[config.mk]
export PLATFORM = sky130hd
export DESIGN_NAME = kmh_queue
export DESIGN_NICKNAME = d
export VERILOG_FILES = /design/src/rtl/kmh_pkg.sv /design/src/rtl/kmh_queue.sv
export SDC_FILE = /design/constraint.sdc
export NUM_CORES = 1
export LEC_CHECK = 0
export BUFFER_PORTS_ARGS = -buffer_cell sky130_fd_sc_hd__buf_2
export CAP_MARGIN = 20
export CORE_MARGIN = 3
export CORE_UTILIZATION = 45
export DETAILED_ROUTE_END_ITERATION = 6
export GPL_TIMING_DRIVEN = 0
export HOLD_SLACK_MARGIN = 0.06
export PLACE_DENSITY = 0.85
export SLEW_MARGIN = 0
export SYNTH_ARGS = -nofsm -noshare
export SYNTH_HDL_FRONTEND = slang
export SYNTH_SLANG_ARGS = --single-unit
[constraint.sdc]
create_clock -name clk -period 1.6 [get_ports clk]
set_input_delay 0.32 -clock clk [delete_from_list [all_inputs] [get_ports clk]]
set_output_delay 0.32 -clock clk [all_outputs]
set_load 0.03 [all_outputs]
[src/rtl/kmh_pkg.sv]
// Package for the k-mer minimum anchor hash block.
// Holds the item and queue types, the hash and mixer constants and the window helpers.
// No dependencies.
package kmh_pkg;

  localparam int MAX_WINDOW  = 12;
  localparam int CNT_W       = $clog2(MAX_WINDOW + 1);
  localparam int IDX_W       = (MAX_WINDOW > 1) ? $clog2(MAX_WINDOW) : 1;
  localparam int QUEUE_DEPTH = 2;
  localparam int QPTR_W      = (QUEUE_DEPTH > 1) ? $clog2(QUEUE_DEPTH) : 1;
  localparam int QCNT_W      = $clog2(QUEUE_DEPTH + 1);

  localparam logic [3:0]  KMER_RESET  = 4'd12;
  localparam logic [63:0] POLY_BASE   = 64'd1099511628211;
  localparam int          POLY_SHIFT  = 40;
  localparam logic [8:0]  POLY_LOW    = 9'd435;
  localparam logic [63:0] MIX_MUL_A   = 64'hff51afd7ed558ccd;
  localparam logic [63:0] MIX_MUL_B   = 64'hc4ceb9fe1a85ec53;
  localparam int          MIX_SHIFT_A = 33;
  localparam int          MIX_SHIFT_B = 29;

  typedef struct packed {
    logic [7:0] residue;
    logic       last_residue;
  } item_t;

  typedef struct packed {
    logic [63:0] anchor_hash;
    logic        anchor_usable;
  } result_t;

  typedef struct packed {
    logic [7:0] residue;
    logic [7:0] old_residue;
    logic       drop;
    logic       full;
    logic       last;
  } task_t;

  function automatic logic [MAX_WINDOW-1:0][63:0] build_drop_table();
    logic [MAX_WINDOW-1:0][63:0] t;
    logic [63:0] w;
    w = 64'd1;
    for (int i = 0; i < MAX_WINDOW; i++) begin
      t[i] = w;
      w = w * POLY_BASE;
    end
    return t;
  endfunction

  localparam logic [MAX_WINDOW-1:0][63:0] DROP_TABLE = build_drop_table();

  function automatic logic [CNT_W-1:0] eff_k(input logic [3:0] v);
    if (v == 4'd0) begin
      return CNT_W'(1);
    end
    if (int'(v) > MAX_WINDOW) begin
      return CNT_W'(MAX_WINDOW);
    end
    return CNT_W'(v);
  endfunction

  function automatic logic [63:0] drop_weight_of(input logic [3:0] v);
    logic [CNT_W-1:0] k;
    k = eff_k(v);
    return DROP_TABLE[IDX_W'(k - CNT_W'(1))];
  endfunction

endpackage

[src/rtl/kmh_queue.sv]
// Short task queue between the front end and the hash engine.
// Depends on kmh_pkg.
module kmh_queue (
  input  logic           clk,
  input  logic           rst,
  input  logic           push,
  input  kmh_pkg::task_t push_data,
  output logic           space,
  input  logic           pop,
  output logic           avail,
  output kmh_pkg::task_t pop_data
);
  import kmh_pkg::*;

  task_t             slots [QUEUE_DEPTH];
  logic [QPTR_W-1:0] wr_ptr;
  logic [QPTR_W-1:0] rd_ptr;
  logic [QCNT_W-1:0] count;

  assign space    = (count != QCNT_W'(QUEUE_DEPTH));
  assign avail    = (count != '0);
  assign pop_data = slots[rd_ptr];

  function automatic logic [QPTR_W-1:0] ptr_inc(input logic [QPTR_W-1:0] p);
    return (p == QPTR_W'(QUEUE_DEPTH - 1)) ? '0 : QPTR_W'(p + QPTR_W'(1));
  endfunction

  always_ff @(posedge clk) begin
    if (push) slots[wr_ptr] <= push_data;
  end

  always_ff @(posedge clk) begin
    if (rst) begin
      wr_ptr <= '0;
      rd_ptr <= '0;
      count  <= '0;
    end else begin
      if (push) wr_ptr <= ptr_inc(wr_ptr);
      if (pop) rd_ptr <= ptr_inc(rd_ptr);
      unique case ({push, pop})
        2'b10:   count <= QCNT_W'(count + QCNT_W'(1));
        2'b01:   count <= QCNT_W'(count - QCNT_W'(1));
        default: count <= count;
      endcase
    end
  end

endmodule

Yosys cells after proc, flatten, opt, wreduce, memory -nomap -nowiden
Memory sizes are Yosys's and may differ from the RTL's. A register that Yosys moved wholly into a read port is not among the register bits.
Cells that the tools add are included.

word-level totals
  flip-flop bits (word level) = 4
  bits in writable memories = 38
  input port bits = 23
  output and inout bits = 21
  word-level logic and storage cells = 20
  memories = 1

operators by class
  $add $sub $neg = 4
  equality and inequality tests = 3
  muxes and demuxes = 7
  reduce and logical (&&, ||, !) cells = 2

memory list
  memory  depth  width  rd ports  clocked after memory_dff  wr ports  line             RTL
  slots   2      19     1         1                         1         kmh_queue.sv:15  task_t slots [QUEUE_DEPTH];

operators by type and width
  kind                 number
  $mux 1               6
  $pmux 2 s2           1
  $reduce_bool 2->1    2
  $add 1x1->1 const B  2
  $add 2x1->2 const B  1
  $eq 2x1->1 const B   1
  $eq 2x2->1 const B   1
  $ne 2x2->1 const B   1
  $sub 2x1->2 const B  1

Logic depth before layout (Yosys ltp)
  depth in word-level cells = 4
  depth in mapped cells = 5

Worst setup path after synthesis
OpenSTA, ideal clock, no wires.

  path kind = in2reg
  start point = input port push
  end point = memory slots[0][0] (netlist bit), enable pin
  arrival time = 1.181 ns
  required time = 1.205 ns
  slack = 0.024 ns
  stages on the path = 2
  buffers on the path = 0
  cell sequence = inv_1 > nor2_1

on the way
  word-level cells in the longest chain between the ends = 2

ends and longest elaborated chain
  what                          line             RTL
  start, declared               kmh_queue.sv:6   input logic push,
  $mux 1                        kmh_queue.sv:29  if (push) slots[wr_ptr] <= push_data;
  $mux 1 (implied by the code)  kmh_queue.sv:29
  end, declared                 kmh_queue.sv:15

No other way between the ends.

==> metrics <==
outcome finished with violations; failing checks negative setup slack; CTS buffer count 5; gr usage total 13.7%; Inserted Diodes 0; synthesized instance count 81; post-synthesis mux area share 13.6%; Max Clock Freq 600 MHz; Least-Margin Pin Slew 592 ps; Synth async-reset ratio 0%; Buffers on Ports 43; Crit Path Max Fanout 5; Die H 65.1 um; routed via count 860; Yosys reg bits 43; unrepaired setup endpoints after global routing true; core box area 0.00320 sq mm; Routed WL 2.85 mm; I/O pin cnt 44; worst setup path class reg2out; final slew viol count 0; Most used DFF post-synth edfxtp_1; busiest grt layer met2; synth warn 0; critical path startpoint category register; # placed instances 168; list of most frequent post-synthesis cells edfxtp_1 (38), mux2_1 (12), mux2_2 (7); vias in the first global route 923; syn nets 105; PnR worst setup slack -65.7 ps; met3 global-route usage 4.10%; Placement Rows 20; syn avg cell area 19.4 sq um; hold buffer count at CTS 0; final setup vio count 19; Worst path max stage delay 410 ps; largest area contributor in the netlist edfxtp_1; relative max-transition margin 60.4%; clk sinks 43; area share of and/or/nand/nor cells after synthesis 2.78%; largest family of logic cells by synthesized area multiplexers; pin count of the biggest net entering global routing 20; worst path required time 1280 ps; M2 GR Usage 25.8%; DRC violations left 0; Hold Vio Cnt, Final 0; area grow syn2layout 37.9%; most instantiated library cell after synthesis edfxtp_1; Power Density 1150 mW/mm^2; CTS Root Cell clkbuf_4; final hold slack 164 ps; met1 usage 13.7%; Clock Latency Late Sink 330 ps; RD Place Congestion 0.657; skew final 7.37 ps; leakage 0.867 nW; compound-gate portion of the synthesized area 0.636%; Worst Setup End Kind output port; Initial Util 49.1%; CTS H-Tree Depth 2; grt ovf 0; Clock Path Buffers 2; slowest stage cell, crit path dfxtp_4; drt via density 4.86; post-route minimum period 1670 ps; Horiz. Die Dim 65.1 um; crit path cell chain clkbuf_16 > mux2_4 > buf_6; initial antenna violation count 0; Setup TNS Final -1040 ps; first-pass detailed-route iteration total 4; ranking of synthesized cells by area edfxtp_1 (73%), mux2_1 (8.6%), dfxtp_1 (6.4%), mux2_2 (5.0%), xnor2_1 (1.7%); xor/xnor share of the synthesized area 2.23%; total of max-cap violations 0; die area 0.00424 sq mm; CTS tree built; Worst Hold Class in2reg; Post-synth EDFFs 38; Reg clk slew, reported paths 110 ps; DR WL/cell 16.1 um; post-synthesis adder-cell area fraction 0.796%; final core utilization 67.7%; Synth Cell Area 0.00157 sq mm; final cycle utilization of the critical path 104%; Starting DRT DRC Count 15; library cells used by synthesis 17; Finished Layout Cells 177; Synth top area share 72.6%; VDD IR max 0.628 mV; post-DP HPWL 1.67 mm; post-synthesis sequential area ratio 78.9%; Worst EP arrival 1350 ps; fin nets 156; share of layout cells above drive strength 1 57.1%; ANT nets after route 0; first-pass GRT wire length 4.17 mm
-- stage by stage --
stage          power (W)  setup WS (ps)  area [sq um]
2_1_floorplan    0.00160           24.0          1570
3_3_place_gp     0.00171           -468          1840
3_5_place_dp     0.00173          -78.4          1850
4_1_cts          0.00248           -136          2110
5_1_grt          0.00260           -120          2170
6_report         0.00250          -65.7          2170
-- critical path: cells and delay by family, from the launching register on --
kind | cells | cell delay (ps)
flops | 1 | 410
buf+inv | 2 | 300
mux | 1 | 300
-- cell type report --
| cell class | count | area (sq um) |
|---|---|---|
| Tap cell | 44 | 55.1 |
| Timing Repair Buffer | 45 | 379 |
| Inverter | 1 | 3.75 |
| Buffer | 1 | 15.0 |
| Clock inverter | 3 | 38.8 |
| Multi-Input combinational cell | 35 | 395 |
| Fill cell | 240 | 1030 |
| Sequential cell | 43 | 1240 |
| Clock buffer | 5 | 37.5 |
-- what timing repair did --
item	in CTS	in global routing
pin swaps	0	0
gates resized for setup	53	16
setup endpoints to repair	19	38
buffers inserted	1	0
cloned	0	1
-- placed cells by master, fill, tap and decap left out, drive strengths merged, types with 2 or more instances in the layout --
cell and instances:
xnor2 3, dfxtp 5, clkbuf 6, clkinv 2
buf 45, mux2 19, nor2 5, edfxtp 38
-- report_power, final --
part | switching [W] | total [W] | internal, W
clock network | 0.000315 | 0.000637 | 0.000322
registers | 0.0000352 | 0.00134 | 0.00130
logic | 0.000263 | 0.000521 | 0.000258
total | 0.000613 | 0.00250 | 0.00188
-- metal layers --
metal / vias to the layer above / share of wire (%)
met5: - / 0
met4: 0 / 1.3
met3: 5 / 7.1
met2: 37 / 55
met1: 411 / 36
li1: 407 / -
-- sequential cells by signal, summed over array words and instances, names as in the netlist, named ones only --
signal and cells:
slots 38, wr_ptr 1, rd_ptr 1, count 2
-- final timing paths --
| kind | cells after the start | slack [ps] | to | from |
|---|---|---|---|---|
| min | 1 | 160 | slots[1][1] | push_data[1] |
| min reg2reg | 2 | 520 | count[1] | count[1] |
| max | 3 | -70 | pop_data[3] | register |
| max reg2reg | 1 | 360 | slots[1][17] | wr_ptr |
-- cell families after synthesis --
group,after synthesis
compound gates,2
xor+xnor,4
fa+ha+maj,1
buf+inv,3
flops,43
mux,19
simple gates,9
Note: power is estimated with default switching activity, not from simulation.
