==> src/rtl/kmh_pkg.sv <==
// Package for the k-mer minimum anchor hash block.
// Holds the item and queue types, the hash and mixer constants and the window helpers.
// No dependencies.
package kmh_pkg;

  localparam int MAX_WINDOW  = 12;
  localparam int CNT_W       = $clog2(MAX_WINDOW + 1);
  localparam int IDX_W       = (MAX_WINDOW > 1) ? $clog2(MAX_WINDOW) : 1;
  localparam int QUEUE_DEPTH = 2;
  localparam int QPTR_W      = (QUEUE_DEPTH > 1) ? $clog2(QUEUE_DEPTH) : 1;
  localparam int QCNT_W      = $clog2(QUEUE_DEPTH + 1);

  localparam logic [3:0]  KMER_RESET  = 4'd12;
  localparam logic [63:0] POLY_BASE   = 64'd1099511628211;
  localparam int          POLY_SHIFT  = 40;
  localparam logic [8:0]  POLY_LOW    = 9'd435;
  localparam logic [63:0] MIX_MUL_A   = 64'hff51afd7ed558ccd;
  localparam logic [63:0] MIX_MUL_B   = 64'hc4ceb9fe1a85ec53;
  localparam int          MIX_SHIFT_A = 33;
  localparam int          MIX_SHIFT_B = 29;

  typedef struct packed {
    logic [7:0] residue;
    logic       last_residue;
  } item_t;

  typedef struct packed {
    logic [63:0] anchor_hash;
    logic        anchor_usable;
  } result_t;

  typedef struct packed {
    logic [7:0] residue;
    logic [7:0] old_residue;
    logic       drop;
    logic       full;
    logic       last;
  } task_t;

  function automatic logic [MAX_WINDOW-1:0][63:0] build_drop_table();
    logic [MAX_WINDOW-1:0][63:0] t;
    logic [63:0] w;
    w = 64'd1;
    for (int i = 0; i < MAX_WINDOW; i++) begin
      t[i] = w;
      w = w * POLY_BASE;
    end
    return t;
  endfunction

  localparam logic [MAX_WINDOW-1:0][63:0] DROP_TABLE = build_drop_table();

  function automatic logic [CNT_W-1:0] eff_k(input logic [3:0] v);
    if (v == 4'd0) begin
      return CNT_W'(1);
    end
    if (int'(v) > MAX_WINDOW) begin
      return CNT_W'(MAX_WINDOW);
    end
    return CNT_W'(v);
  endfunction

  function automatic logic [63:0] drop_weight_of(input logic [3:0] v);
    logic [CNT_W-1:0] k;
    k = eff_k(v);
    return DROP_TABLE[IDX_W'(k - CNT_W'(1))];
  endfunction

endpackage

==> src/rtl/kmh_front.sv <==
// Front end: accepts residues, keeps the window store and byte count, classifies each item.
// Pushes one task per residue into the queue. Depends on kmh_pkg.
module kmh_front (
  input  logic           clk,
  input  logic           rst,
  input  logic           cfg_write,
  input  logic [3:0]     cfg_data,
  input  logic           item_valid,
  output logic           item_stall,
  input  kmh_pkg::item_t item,
  output logic           task_valid,
  input  logic           task_ready,
  output kmh_pkg::task_t task_data
);
  import kmh_pkg::*;

  logic [3:0]       kmer_length;
  logic [CNT_W-1:0] seen;
  logic [7:0]       window [MAX_WINDOW];
  logic [CNT_W-1:0] k;
  logic             sat;
  logic             accept;

  assign k          = eff_k(kmer_length);
  assign sat        = (seen >= k);
  assign accept     = item_valid && task_ready;
  assign item_stall = !task_ready;
  assign task_valid = accept;

  always_comb begin
    task_data.residue     = item.residue;
    task_data.old_residue = sat ? window[0] : 8'd0;
    task_data.drop        = sat;
    task_data.full        = sat || (CNT_W'(seen + CNT_W'(1)) == k);
    task_data.last        = item.last_residue;
  end

  always_ff @(posedge clk) begin
    if (rst) begin
      kmer_length <= KMER_RESET;
      seen        <= '0;
      for (int i = 0; i < MAX_WINDOW; i++) window[i] <= 8'd0;
    end else if (cfg_write) begin
      kmer_length <= cfg_data;
      seen        <= '0;
      for (int i = 0; i < MAX_WINDOW; i++) window[i] <= 8'd0;
    end else if (accept) begin
      if (item.last_residue) begin
        seen <= '0;
        for (int i = 0; i < MAX_WINDOW; i++) window[i] <= 8'd0;
      end else if (!sat) begin
        seen <= CNT_W'(seen + CNT_W'(1));
        for (int i = 0; i < MAX_WINDOW; i++) begin
          if (seen == CNT_W'(i)) window[i] <= item.residue;
        end
      end else begin
        // shift the window down and append
        for (int i = 0; i < MAX_WINDOW; i++) begin
          if (CNT_W'(i) == CNT_W'(k - CNT_W'(1))) begin
            window[i] <= item.residue;
          end else if (CNT_W'(i) < CNT_W'(k - CNT_W'(1))) begin
            window[i] <= window[(i + 1) % MAX_WINDOW];
          end
        end
      end
    end
  end

endmodule

==> config.mk <==
export PLATFORM = sky130hd
export DESIGN_NAME = kmh_front
export DESIGN_NICKNAME = d
export VERILOG_FILES = /design/src/rtl/kmh_pkg.sv /design/src/rtl/kmh_front.sv
export SDC_FILE = /design/constraint.sdc
export NUM_CORES = 1
export LEC_CHECK = 0
export ABC_CLOCK_PERIOD_IN_PS = 5100
export BUFFER_PORTS_ARGS = -buffer_cell sky130_fd_sc_hd__buf_2
export CORE_ASPECT_RATIO = 2
export CORE_MARGIN = 2
export CORE_UTILIZATION = 30
export DETAILED_ROUTE_END_ITERATION = 6
export PLACE_DENSITY = 0.47
export SETUP_SLACK_MARGIN = 0.4
export SLEW_MARGIN = 20
export SYNTH_ARGS = -nofsm -noshare
export SYNTH_HDL_FRONTEND = slang
export SYNTH_SLANG_ARGS = --single-unit
==> constraint.sdc <==
create_clock -name clk -period 5.1 [get_ports clk]
set_input_delay 1.02 -clock clk [delete_from_list [all_inputs] [get_ports clk]]
set_output_delay 1.02 -clock clk [all_outputs]
set_load 0.01 [all_outputs]
# Word level (Yosys, flattened, before mapping)
# Memories as Yosys holds them, arrays and structs flattened.
# Cells that the tools add are included.
# totals
in_bits	18
elab_cells	455
latch_bits	0
register_bits	8
romBits	0
n_memories	1
mem_bits_rw	96
# classes
n_eq_ne	24
add_sub_neg	2
muxes	344
n_shift	0
reduce_logical	8
n_bitwise	60
n_mul	0
n_lt_le_gt_ge	14
div	0
# memory_table
memory	depth	width	read_ports	rd_clocked_by_memory_dff	write_ports	line	text
window	12	8	12	0	12	kmh_front.sv:19	logic [7:0] window [MAX_WINDOW];
# ops
cell	n
8-bit 2-to-1 mux	61
1-bit 2-to-1 mux	277
1-bit bitwise OR	60
4-bit 2-to-1 mux	6
3-bit by 4-bit == test with 1-bit output, first input constant	4
4-bit by 3-bit == test with 1-bit output, second input constant	4
4-bit == test, first input constant	4
4-bit == test, second input constant	4
3-bit by 4-bit < comparator with 1-bit output, first input constant	4
4-bit < comparator, first input constant	4
4-bit zero test	3
2-bit by 4-bit == test with 1-bit output, first input constant	2
4-bit by 2-bit == test with 1-bit output, second input constant	2
1-bit by 4-bit < comparator with 1-bit output, first input constant	2
2-bit by 4-bit < comparator with 1-bit output, first input constant	2
4-bit by 1-bit adder with 4-bit output, second input constant	1
1-bit by 4-bit == test with 1-bit output, first input constant	1
4-bit by 1-bit == test with 1-bit output, second input constant	1
4-bit == test	1
4-bit >= comparator	1
4-bit greater-than comparator, second input constant	1
4-bit by 1-bit subtractor with 4-bit output, second input constant	1
2-bit != test, second input constant	1
2-bit AND reduction	1
other kinds (4)	4

# Logic depth before layout (Yosys ltp)
# Gate-level depths: netlist of the first run.
# depth
depth_word	16
depth_mapped	13
ltp_nobuf	9

# Worst setup path after synthesis of the first run
# No wires, ideal clock.
# synth_path
kind	register to output
from	register kmer_length[3]
to	output port task_data[10] in the netlist's numbering
setup_slack_ps	1740
required_time_ps	4080
arrival_time_ps	2340
stages_incl_launch_ff	11
path_cell_list	dfxtp_1 -> buf_2 -> o31ai_2 -> ha_1 -> nand2b_1 -> and4_1 -> buf_2 -> nor2_4 -> inv_1 -> buf_2 -> and2_1
# synth_lines
element	line	text
start: declaration	kmh_front.sv:17	logic [3:0] kmer_length;
start signal: assignment	kmh_front.sv:44	kmer_length <= cfg_data;
end: declaration	kmh_front.sv:13	output kmh_pkg::task_t task_data

==> reports/qor.txt, run 1 <==
Status - finished clean
Final Setup Violations - 0
Diode count - 0
Post-CTS sizing - 0
Clk pin slew, worst setup/hold paths - 0.07 ns
Synth Cell Area - 5510 µm²
RePlAce Congestion - 0.958
Yosys top cell by area - edfxtp_1
Post CTS Setup Buffer Count - 0
Worst-path fanout max - 12
Slowest CP cell - o31ai_2
Global-route wire length before repair - 26600 µm
Initial antenna violation count - 0
Post-synth top flop - edfxtp_1
# nets final - 510
Final core utilization - 33.3%
Fmax - 237 MHz
Vias in the first global route - 4162
Syn. warnings - 0
Setup TNS - 0 ns
Leading cell type in the layout, fill and taps excluded - edfxtp_1
Synth cell types - 63
Final hold vios - 0
Gr usage total - 18.9%
Non-Filler Instances - 701
Clk sinks - 104
Synth top area cells - edfxtp_1, a22o_1, nand2_1, dfxtp_1, ha_1
IO Port Bufs - 38
Detailed placement HPWL - 13800 µm
ANT nets after route - 0
Slew Viols, Final - 0
WL/cell - 25.4 µm
Layout Area Growth over Synthesis - 9.70%
Later-pin clock latency in the skew report - 0.35 ns
Async SR Flop Fraction - 0%
Part of the Yosys area used for sequential elements - 55.3%
Drt pass-1 iters - 5
Root Buffer - clkbuf_16
Drt via density - 5.71
Pleak - 2.21 nW
Hold WC Path Type - flop to flop
Top-area cell type share of the netlist area - 52.4%
Min cycle time layout - 4.23 ns
Post-Syn Nets - 489
CTS tree - built
Grt ovf - 0
Routed WL - 17800 µm
Total core area - 18100 µm²
Cell count after synthesis - 459
Fin Hold WS - 0.526 ns
# Max-Cap Violations - 0
CTS buffer count - 9
IO Pins - 39
Most frequent cells in the layout - edfxtp_1, nand2_1, a22o_1, buf_2, o21ai_0
Die Area - 19500 µm²
Syn_area_per_cell - 12.0 µm²
Reg-to-reg setup timing slack - 1.18 ns
CP startpoint kind - flop
Largest net degree at the start of global routing - 22
Post-placement cell count - 685
CP Capture Type - output pin
Residual DRC count - 0
Largest stage delay, worst path - 0.59 ns
Clk buf depth - 2
CP Data Arrival Time - 3.21 ns
Max_slew headroom - 36.0%
# rows - 70
H-tree levels - 3
Unrepaired setup endpoints after global routing - no
Bufs and invs on worst path - 2
Worst EP required - 4.08 ns
CP Class - flop to output pin
Die X - 99.8 µm
Worst Clk Skew - 0.00971 ns
Via count - 4002
CP delay by family, top - simple AND/OR/NAND/NOR gates
Chip height - 196 µm
Starting Density - 30.4%
PwrDens - 292 nW/µm²
Tcrit/Tclk final - 82.9%
Cells along the critical path - o31ai_2, ha_1, nand2b_1, and4_1, nor2_4, inv_1, and2_1, buf_2
Yosys reg bits - 104
Layout cells sized above 1 - 17.1%
# hold bufs at CTS - 0
Peak supply drop - 0.171 mV
Fill cells - 1777
Post-synth EDFFs - 96
Worst slew pin tran - 0.959 ns
DRT iter0 DRCs - 294
[synth_stat cells, drive strengths merged (4+ instances only)]
cell / instances
a21oi: 18
nand2: 50
o211ai: 5
o21ai: 25
a21o: 6
and2: 10
a31oi: 4
nor2: 23
o2bb2ai: 16
a211oi: 12
buf: 29
inv: 19
xnor2: 5
nor3: 5
edfxtp: 96
o31ai: 17
nand4: 4
ha: 12
a22o: 41
dfxtp: 8
or3: 5
nand3: 12
[through the flow]
step                      total power [mW]  setup WS [ns]  instance area, µm²
after detailed placement              1.14           1.05                5780
after floorplan                       1.08           1.74                5510
after CTS                             1.78          0.887                6040
after global routing                  1.82          0.657                6040
final                                 1.76          0.872                6040
after global placement                1.14           1.18                5780
[worst min-delay path, cell delays in order, from the launching register on]
cell	delay (ns)
edfxtp_1	0.32
nand2_1	0.05
o31ai_1	0.05
[sequential cells by signal, indices dropped and copies added, names as in the netlist]
signal       count
seen             4
kmer_length      4
window          96
[cell families (layout without fill, tap and decap cells)]
kind of cell    Yosys count  count (layout)  share of synthesized area (%)
simple gates            122             122                           11.2
compound gates          161             161                           23.9
flops                   104             104                           55.3
mux                       2               2                          0.364
xor+xnor                  7               7                           1.25
buf+inv                  51              77                           5.29
fa+ha+maj                12              12                           2.73
[final timing paths]
path | startpoint | end | cells after the start
setup reg to reg | kmer_length[2]$_SDFFE_PP1P_ | window[0][45]$_SDFFCE_PN0P_ | 8
setup / recovery | kmer_length[2]$_SDFFE_PP1P_ | task_data[10] | 8
hold reg to reg | window[0][94]$_SDFFCE_PP0P_ | window[0][86]$_SDFFCE_PP0P_ | 2
hold / removal | window[0][94]$_SDFFCE_PP0P_ | window[0][86]$_SDFFCE_PP0P_ | 2
[metal layers]
| layer | up-vias | wire length (µm) | global-route usage, % |
|---|---|---|---|
| met5 | - | 0 | 0 |
| met4 | 0 | 857 | 9.74 |
| met3 | 48 | 579 | 2.54 |
| met2 | 129 | 10200 | 36.6 |
| met1 | 2019 | 6100 | 18.9 |
| li1 | 1806 | - | - |
[power by group]
| group | total [mW] | internal [mW] | switching [mW] | leakage, nW |
|---|---|---|---|---|
| logic | 0.140 | 0.0328 | 0.108 | 0.936 |
| clock network | 0.635 | 0.329 | 0.306 | 0.132 |
| registers | 0.988 | 0.966 | 0.0218 | 1.15 |
| total | 1.76 | 1.33 | 0.435 | 2.21 |
[cell type report]
class                      count  area [µm²]  share of cell area [%]
sequential                   104        3040                    50.4
multi-input combinational    304        2170                    36.0
tap                          216         270                    4.47
clock buffer                  10         229                    3.79
timing repair buffer          42         220                    3.65
inverter                      19        71.3                    1.18
clock inverter                 6        35.0                   0.580
No activity file was read; power rests on OpenSTA's default activity.
==> run 2, diff against run 1 <==
--- a/config.mk
+++ b/config.mk
@@ -5,7 +5,7 @@
 export SDC_FILE = /design/constraint.sdc
 export NUM_CORES = 1
 export LEC_CHECK = 0
-export ABC_CLOCK_PERIOD_IN_PS = 5100
+export ABC_CLOCK_PERIOD_IN_PS = 4150
 export BUFFER_PORTS_ARGS = -buffer_cell sky130_fd_sc_hd__buf_2
 export CORE_ASPECT_RATIO = 2
 export CORE_MARGIN = 2
==> constraint.sdc (replaced) <==
create_clock -name clk -period 4.15 [get_ports clk]
set_input_delay 0.83 -clock clk [delete_from_list [all_inputs] [get_ports clk]]
set_output_delay 0.83 -clock clk [all_outputs]
set_load 0.01 [all_outputs]
==> run 2 against run 1 <==
  * Sequential power up 22%
  * Combinational power is 24% higher
  * Worst setup slack got worse by 0.20 ns
  * Hold slack improved by 0.0045 ns
  * Sequential share of layout area is 1.1 points lower
  * Non-clock buffer count is 11 higher
  * Global-route usage shrank 0.23 points
  * Sequential cell count did not move
  * Via count decreased by 1.0%
  * Power grew 29%
  * Largest cell class unchanged
  * Largest power group unchanged
==> reports/qor.txt, run 2 (synthesis results as in run 1) <==
Slew Viols, Final - 0 (unchanged)
Residual DRC count - 0 (unchanged)
Initial antenna violation count - 0 (unchanged)
CP Data Arrival Time - 2.65 ns (was 3.21 ns)
Vias in the first global route - 3990 (was 4162)
Clk pwr share - 38.8% (was 36.0%)
Pleak - 2.29 nW (was 2.21 nW)
Worst setup margin - 0.671 ns (was 0.872 ns)
Clk buf depth - 2 (unchanged)
Diode count - 0 (unchanged)
Worst slew pin tran - 0.992 ns (was 0.959 ns)
Non-Filler Instances - 712 (was 701)
Layout Area Growth over Synthesis - 12.1% (was 9.70%)
Peak supply drop - 0.161 mV (was 0.171 mV)
Chip height - 196 µm (unchanged)
IO Port Bufs - 38 (unchanged)
Leading cell type in the layout, fill and taps excluded - edfxtp_1 (unchanged)
Top flop regs - window x96, kmer_length x4, seen x4 (unchanged)
Clk sinks - 104 (unchanged)
# nets final - 521 (was 510)
Status - finished clean (unchanged)
Max_slew headroom - 33.1% (was 36.0%)
Die X - 99.8 µm (unchanged)
H-tree levels - 3 (unchanged)
Drt via density - 5.56 (was 5.71)
RePlAce Congestion - 0.891 (was 0.958)
Cell area after layout - 6170 µm² (was 6040 µm²)
Max reg flops - 96 (unchanged)
Detailed placement HPWL - 13700 µm (was 13800 µm)
Final core utilization - 34.1% (was 33.3%)
PwrDens - 367 nW/µm² (was 292 nW/µm²)
Routed WL - 17500 µm (was 17800 µm)
Worst EP required - 3.32 ns (was 4.08 ns)
Final Setup Violations - 0 (unchanged)
Drt pass-1 iters - 5 (unchanged)
Worst slack, placed - 0.441 ns (was 1.05 ns)
Min cycle time layout - 3.48 ns
CTS tree - built (unchanged)
ANT nets after route - 0 (unchanged)
DRT iter0 DRCs - 292 (was 294)
Global-route wire length before repair - 25900 µm (was 26600 µm)
Via count - 3961 (was 4002)
Reg-to-reg setup timing slack - 0.81 ns (was 1.18 ns)
Die Area - 19500 µm² (unchanged)
Worst-path fanout max - 12 (unchanged)
Most frequent cells in the layout - edfxtp_1, nand2_1, a22o_1, buf_2, o21ai_0 (unchanged)
Most flops, register - window (unchanged)
Sequential power share - 53.6% (was 56.0%)
Internal power - 1.71 mW (was 1.33 mW)
Layout cells sized above 1 - 20.0% (was 17.1%)
Tcrit/Tclk final - 83.8%
Largest net degree at the start of global routing - 21 (was 22)
WL/cell - 24.5 µm (was 25.4 µm)
CP Class - flop to output pin (unchanged)
Clk pin slew, worst setup/hold paths - 0.07 ns (about the same)
Fin Hold WS - 0.530 ns (was 0.526 ns)
Later-pin clock latency in the skew report - 0.36 ns (was 0.35 ns)
Setup TNS - 0 ns (unchanged)
Starting Density - 30.4% (unchanged)
# Max-Cap Violations - 0 (unchanged)
Total core area - 18100 µm² (unchanged)
Post-placement cell count - 692 (was 685)
# rows - 70 (unchanged)
Fmax - 287 MHz
Unrepaired setup endpoints after global routing - no (unchanged)
P_sw - 558 µW (was 435 µW)
CP Capture Type - output pin (unchanged)
IO Pins - 39 (unchanged)
Sw Share - 24.6% (was 24.7%)
Hold WC Path Type - flop to flop (unchanged)
Final hold vios - 0 (unchanged)
Worst Clk Skew - 0.00976 ns (was 0.00971 ns)
CTS buffer count - 9 (unchanged)
Combinational share of power - 7.6% (was 8.0%)
Post-DP Area - 5830 µm² (was 5780 µm²)
Gr usage total - 18.6% (was 18.9%)
Grt ovf - 0 (unchanged)
CP startpoint kind - flop (unchanged)
Pwr Total - 2.27 mW (was 1.76 mW)
Root Buffer - clkbuf_16 (unchanged)
==> run 2: cell count changes in the layout (fill, tap and decap cells not counted), sizes merged <==
cell / previous run / this run
bufinv: 0 / 1
buf: 42 / 53
clkinv: 5 / 3
clkbuf: 10 / 9
inv: 20 / 22
==> run 2: final cells by class <==
cell class                 instances  area [µm²]
fill                            1762       12000
sequential                       104        3050
multi-input combinational        304        2180
timing repair buffer              53         303
tap                              216         270
clock buffer                       9         225
clock inverter                     7        78.8
inverter                          19        71.3
==> run 2: worst paths after layout <==
kind	endpoint	start	cells past startpoint
max	task_data[6]	kmer_length[2]$_SDFFE_PP1P_	10
min	window[0][81]$_SDFFCE_PP0P_	window[0][89]$_SDFFCE_PP0P_	2
max reg2reg	window[0][44]$_SDFFCE_PN0P_	kmer_length[2]$_SDFFE_PP1P_	8
min reg2reg	window[0][81]$_SDFFCE_PP0P_	window[0][89]$_SDFFCE_PP0P_	2
==> run 2: worst max-delay path, cell delays in order (launching register included) <==
cell	delay [ns]
dfxtp_2	0.49
a21bo_2	0.21
o31ai_4	0.09
ha_1	0.30
nand2b_1	0.16
and4_1	0.34
nor2_4	0.15
inv_1	0.06
buf_4	0.18
and2_1	0.17
buf_2	0.13
==> run 2: timing repair <==
item / CTS / global route
setup buffers: 0 / 4
hold endpoints to repair: 0 / 0
hold buffers: 0 / 0
setup endpoints to repair: 9 / 8
pin swaps: 0 / 2
resized for setup: 3 / 0
==> run 2: routing by layer <==
layer,GRT usage (%),wire (µm),vias to the layer above
li1,-,-,1838
met1,18.8,5960,1964
met5,0,0,-
met3,2.72,593,34
met2,36.4,10200,125
met4,8.52,733,0
==> run 2: power groups by stage <==
stage / Sequential, mW / Combinational (mW) / Clock (mW)
after floorplan: 1.22 / 0.108 / 0
after global placement: 1.24 / 0.170 / 0
after detailed placement: 1.24 / 0.171 / 0
after CTS: 1.22 / 0.172 / 0.890
after global routing: 1.22 / 0.187 / 0.929
final: 1.21 / 0.173 / 0.879
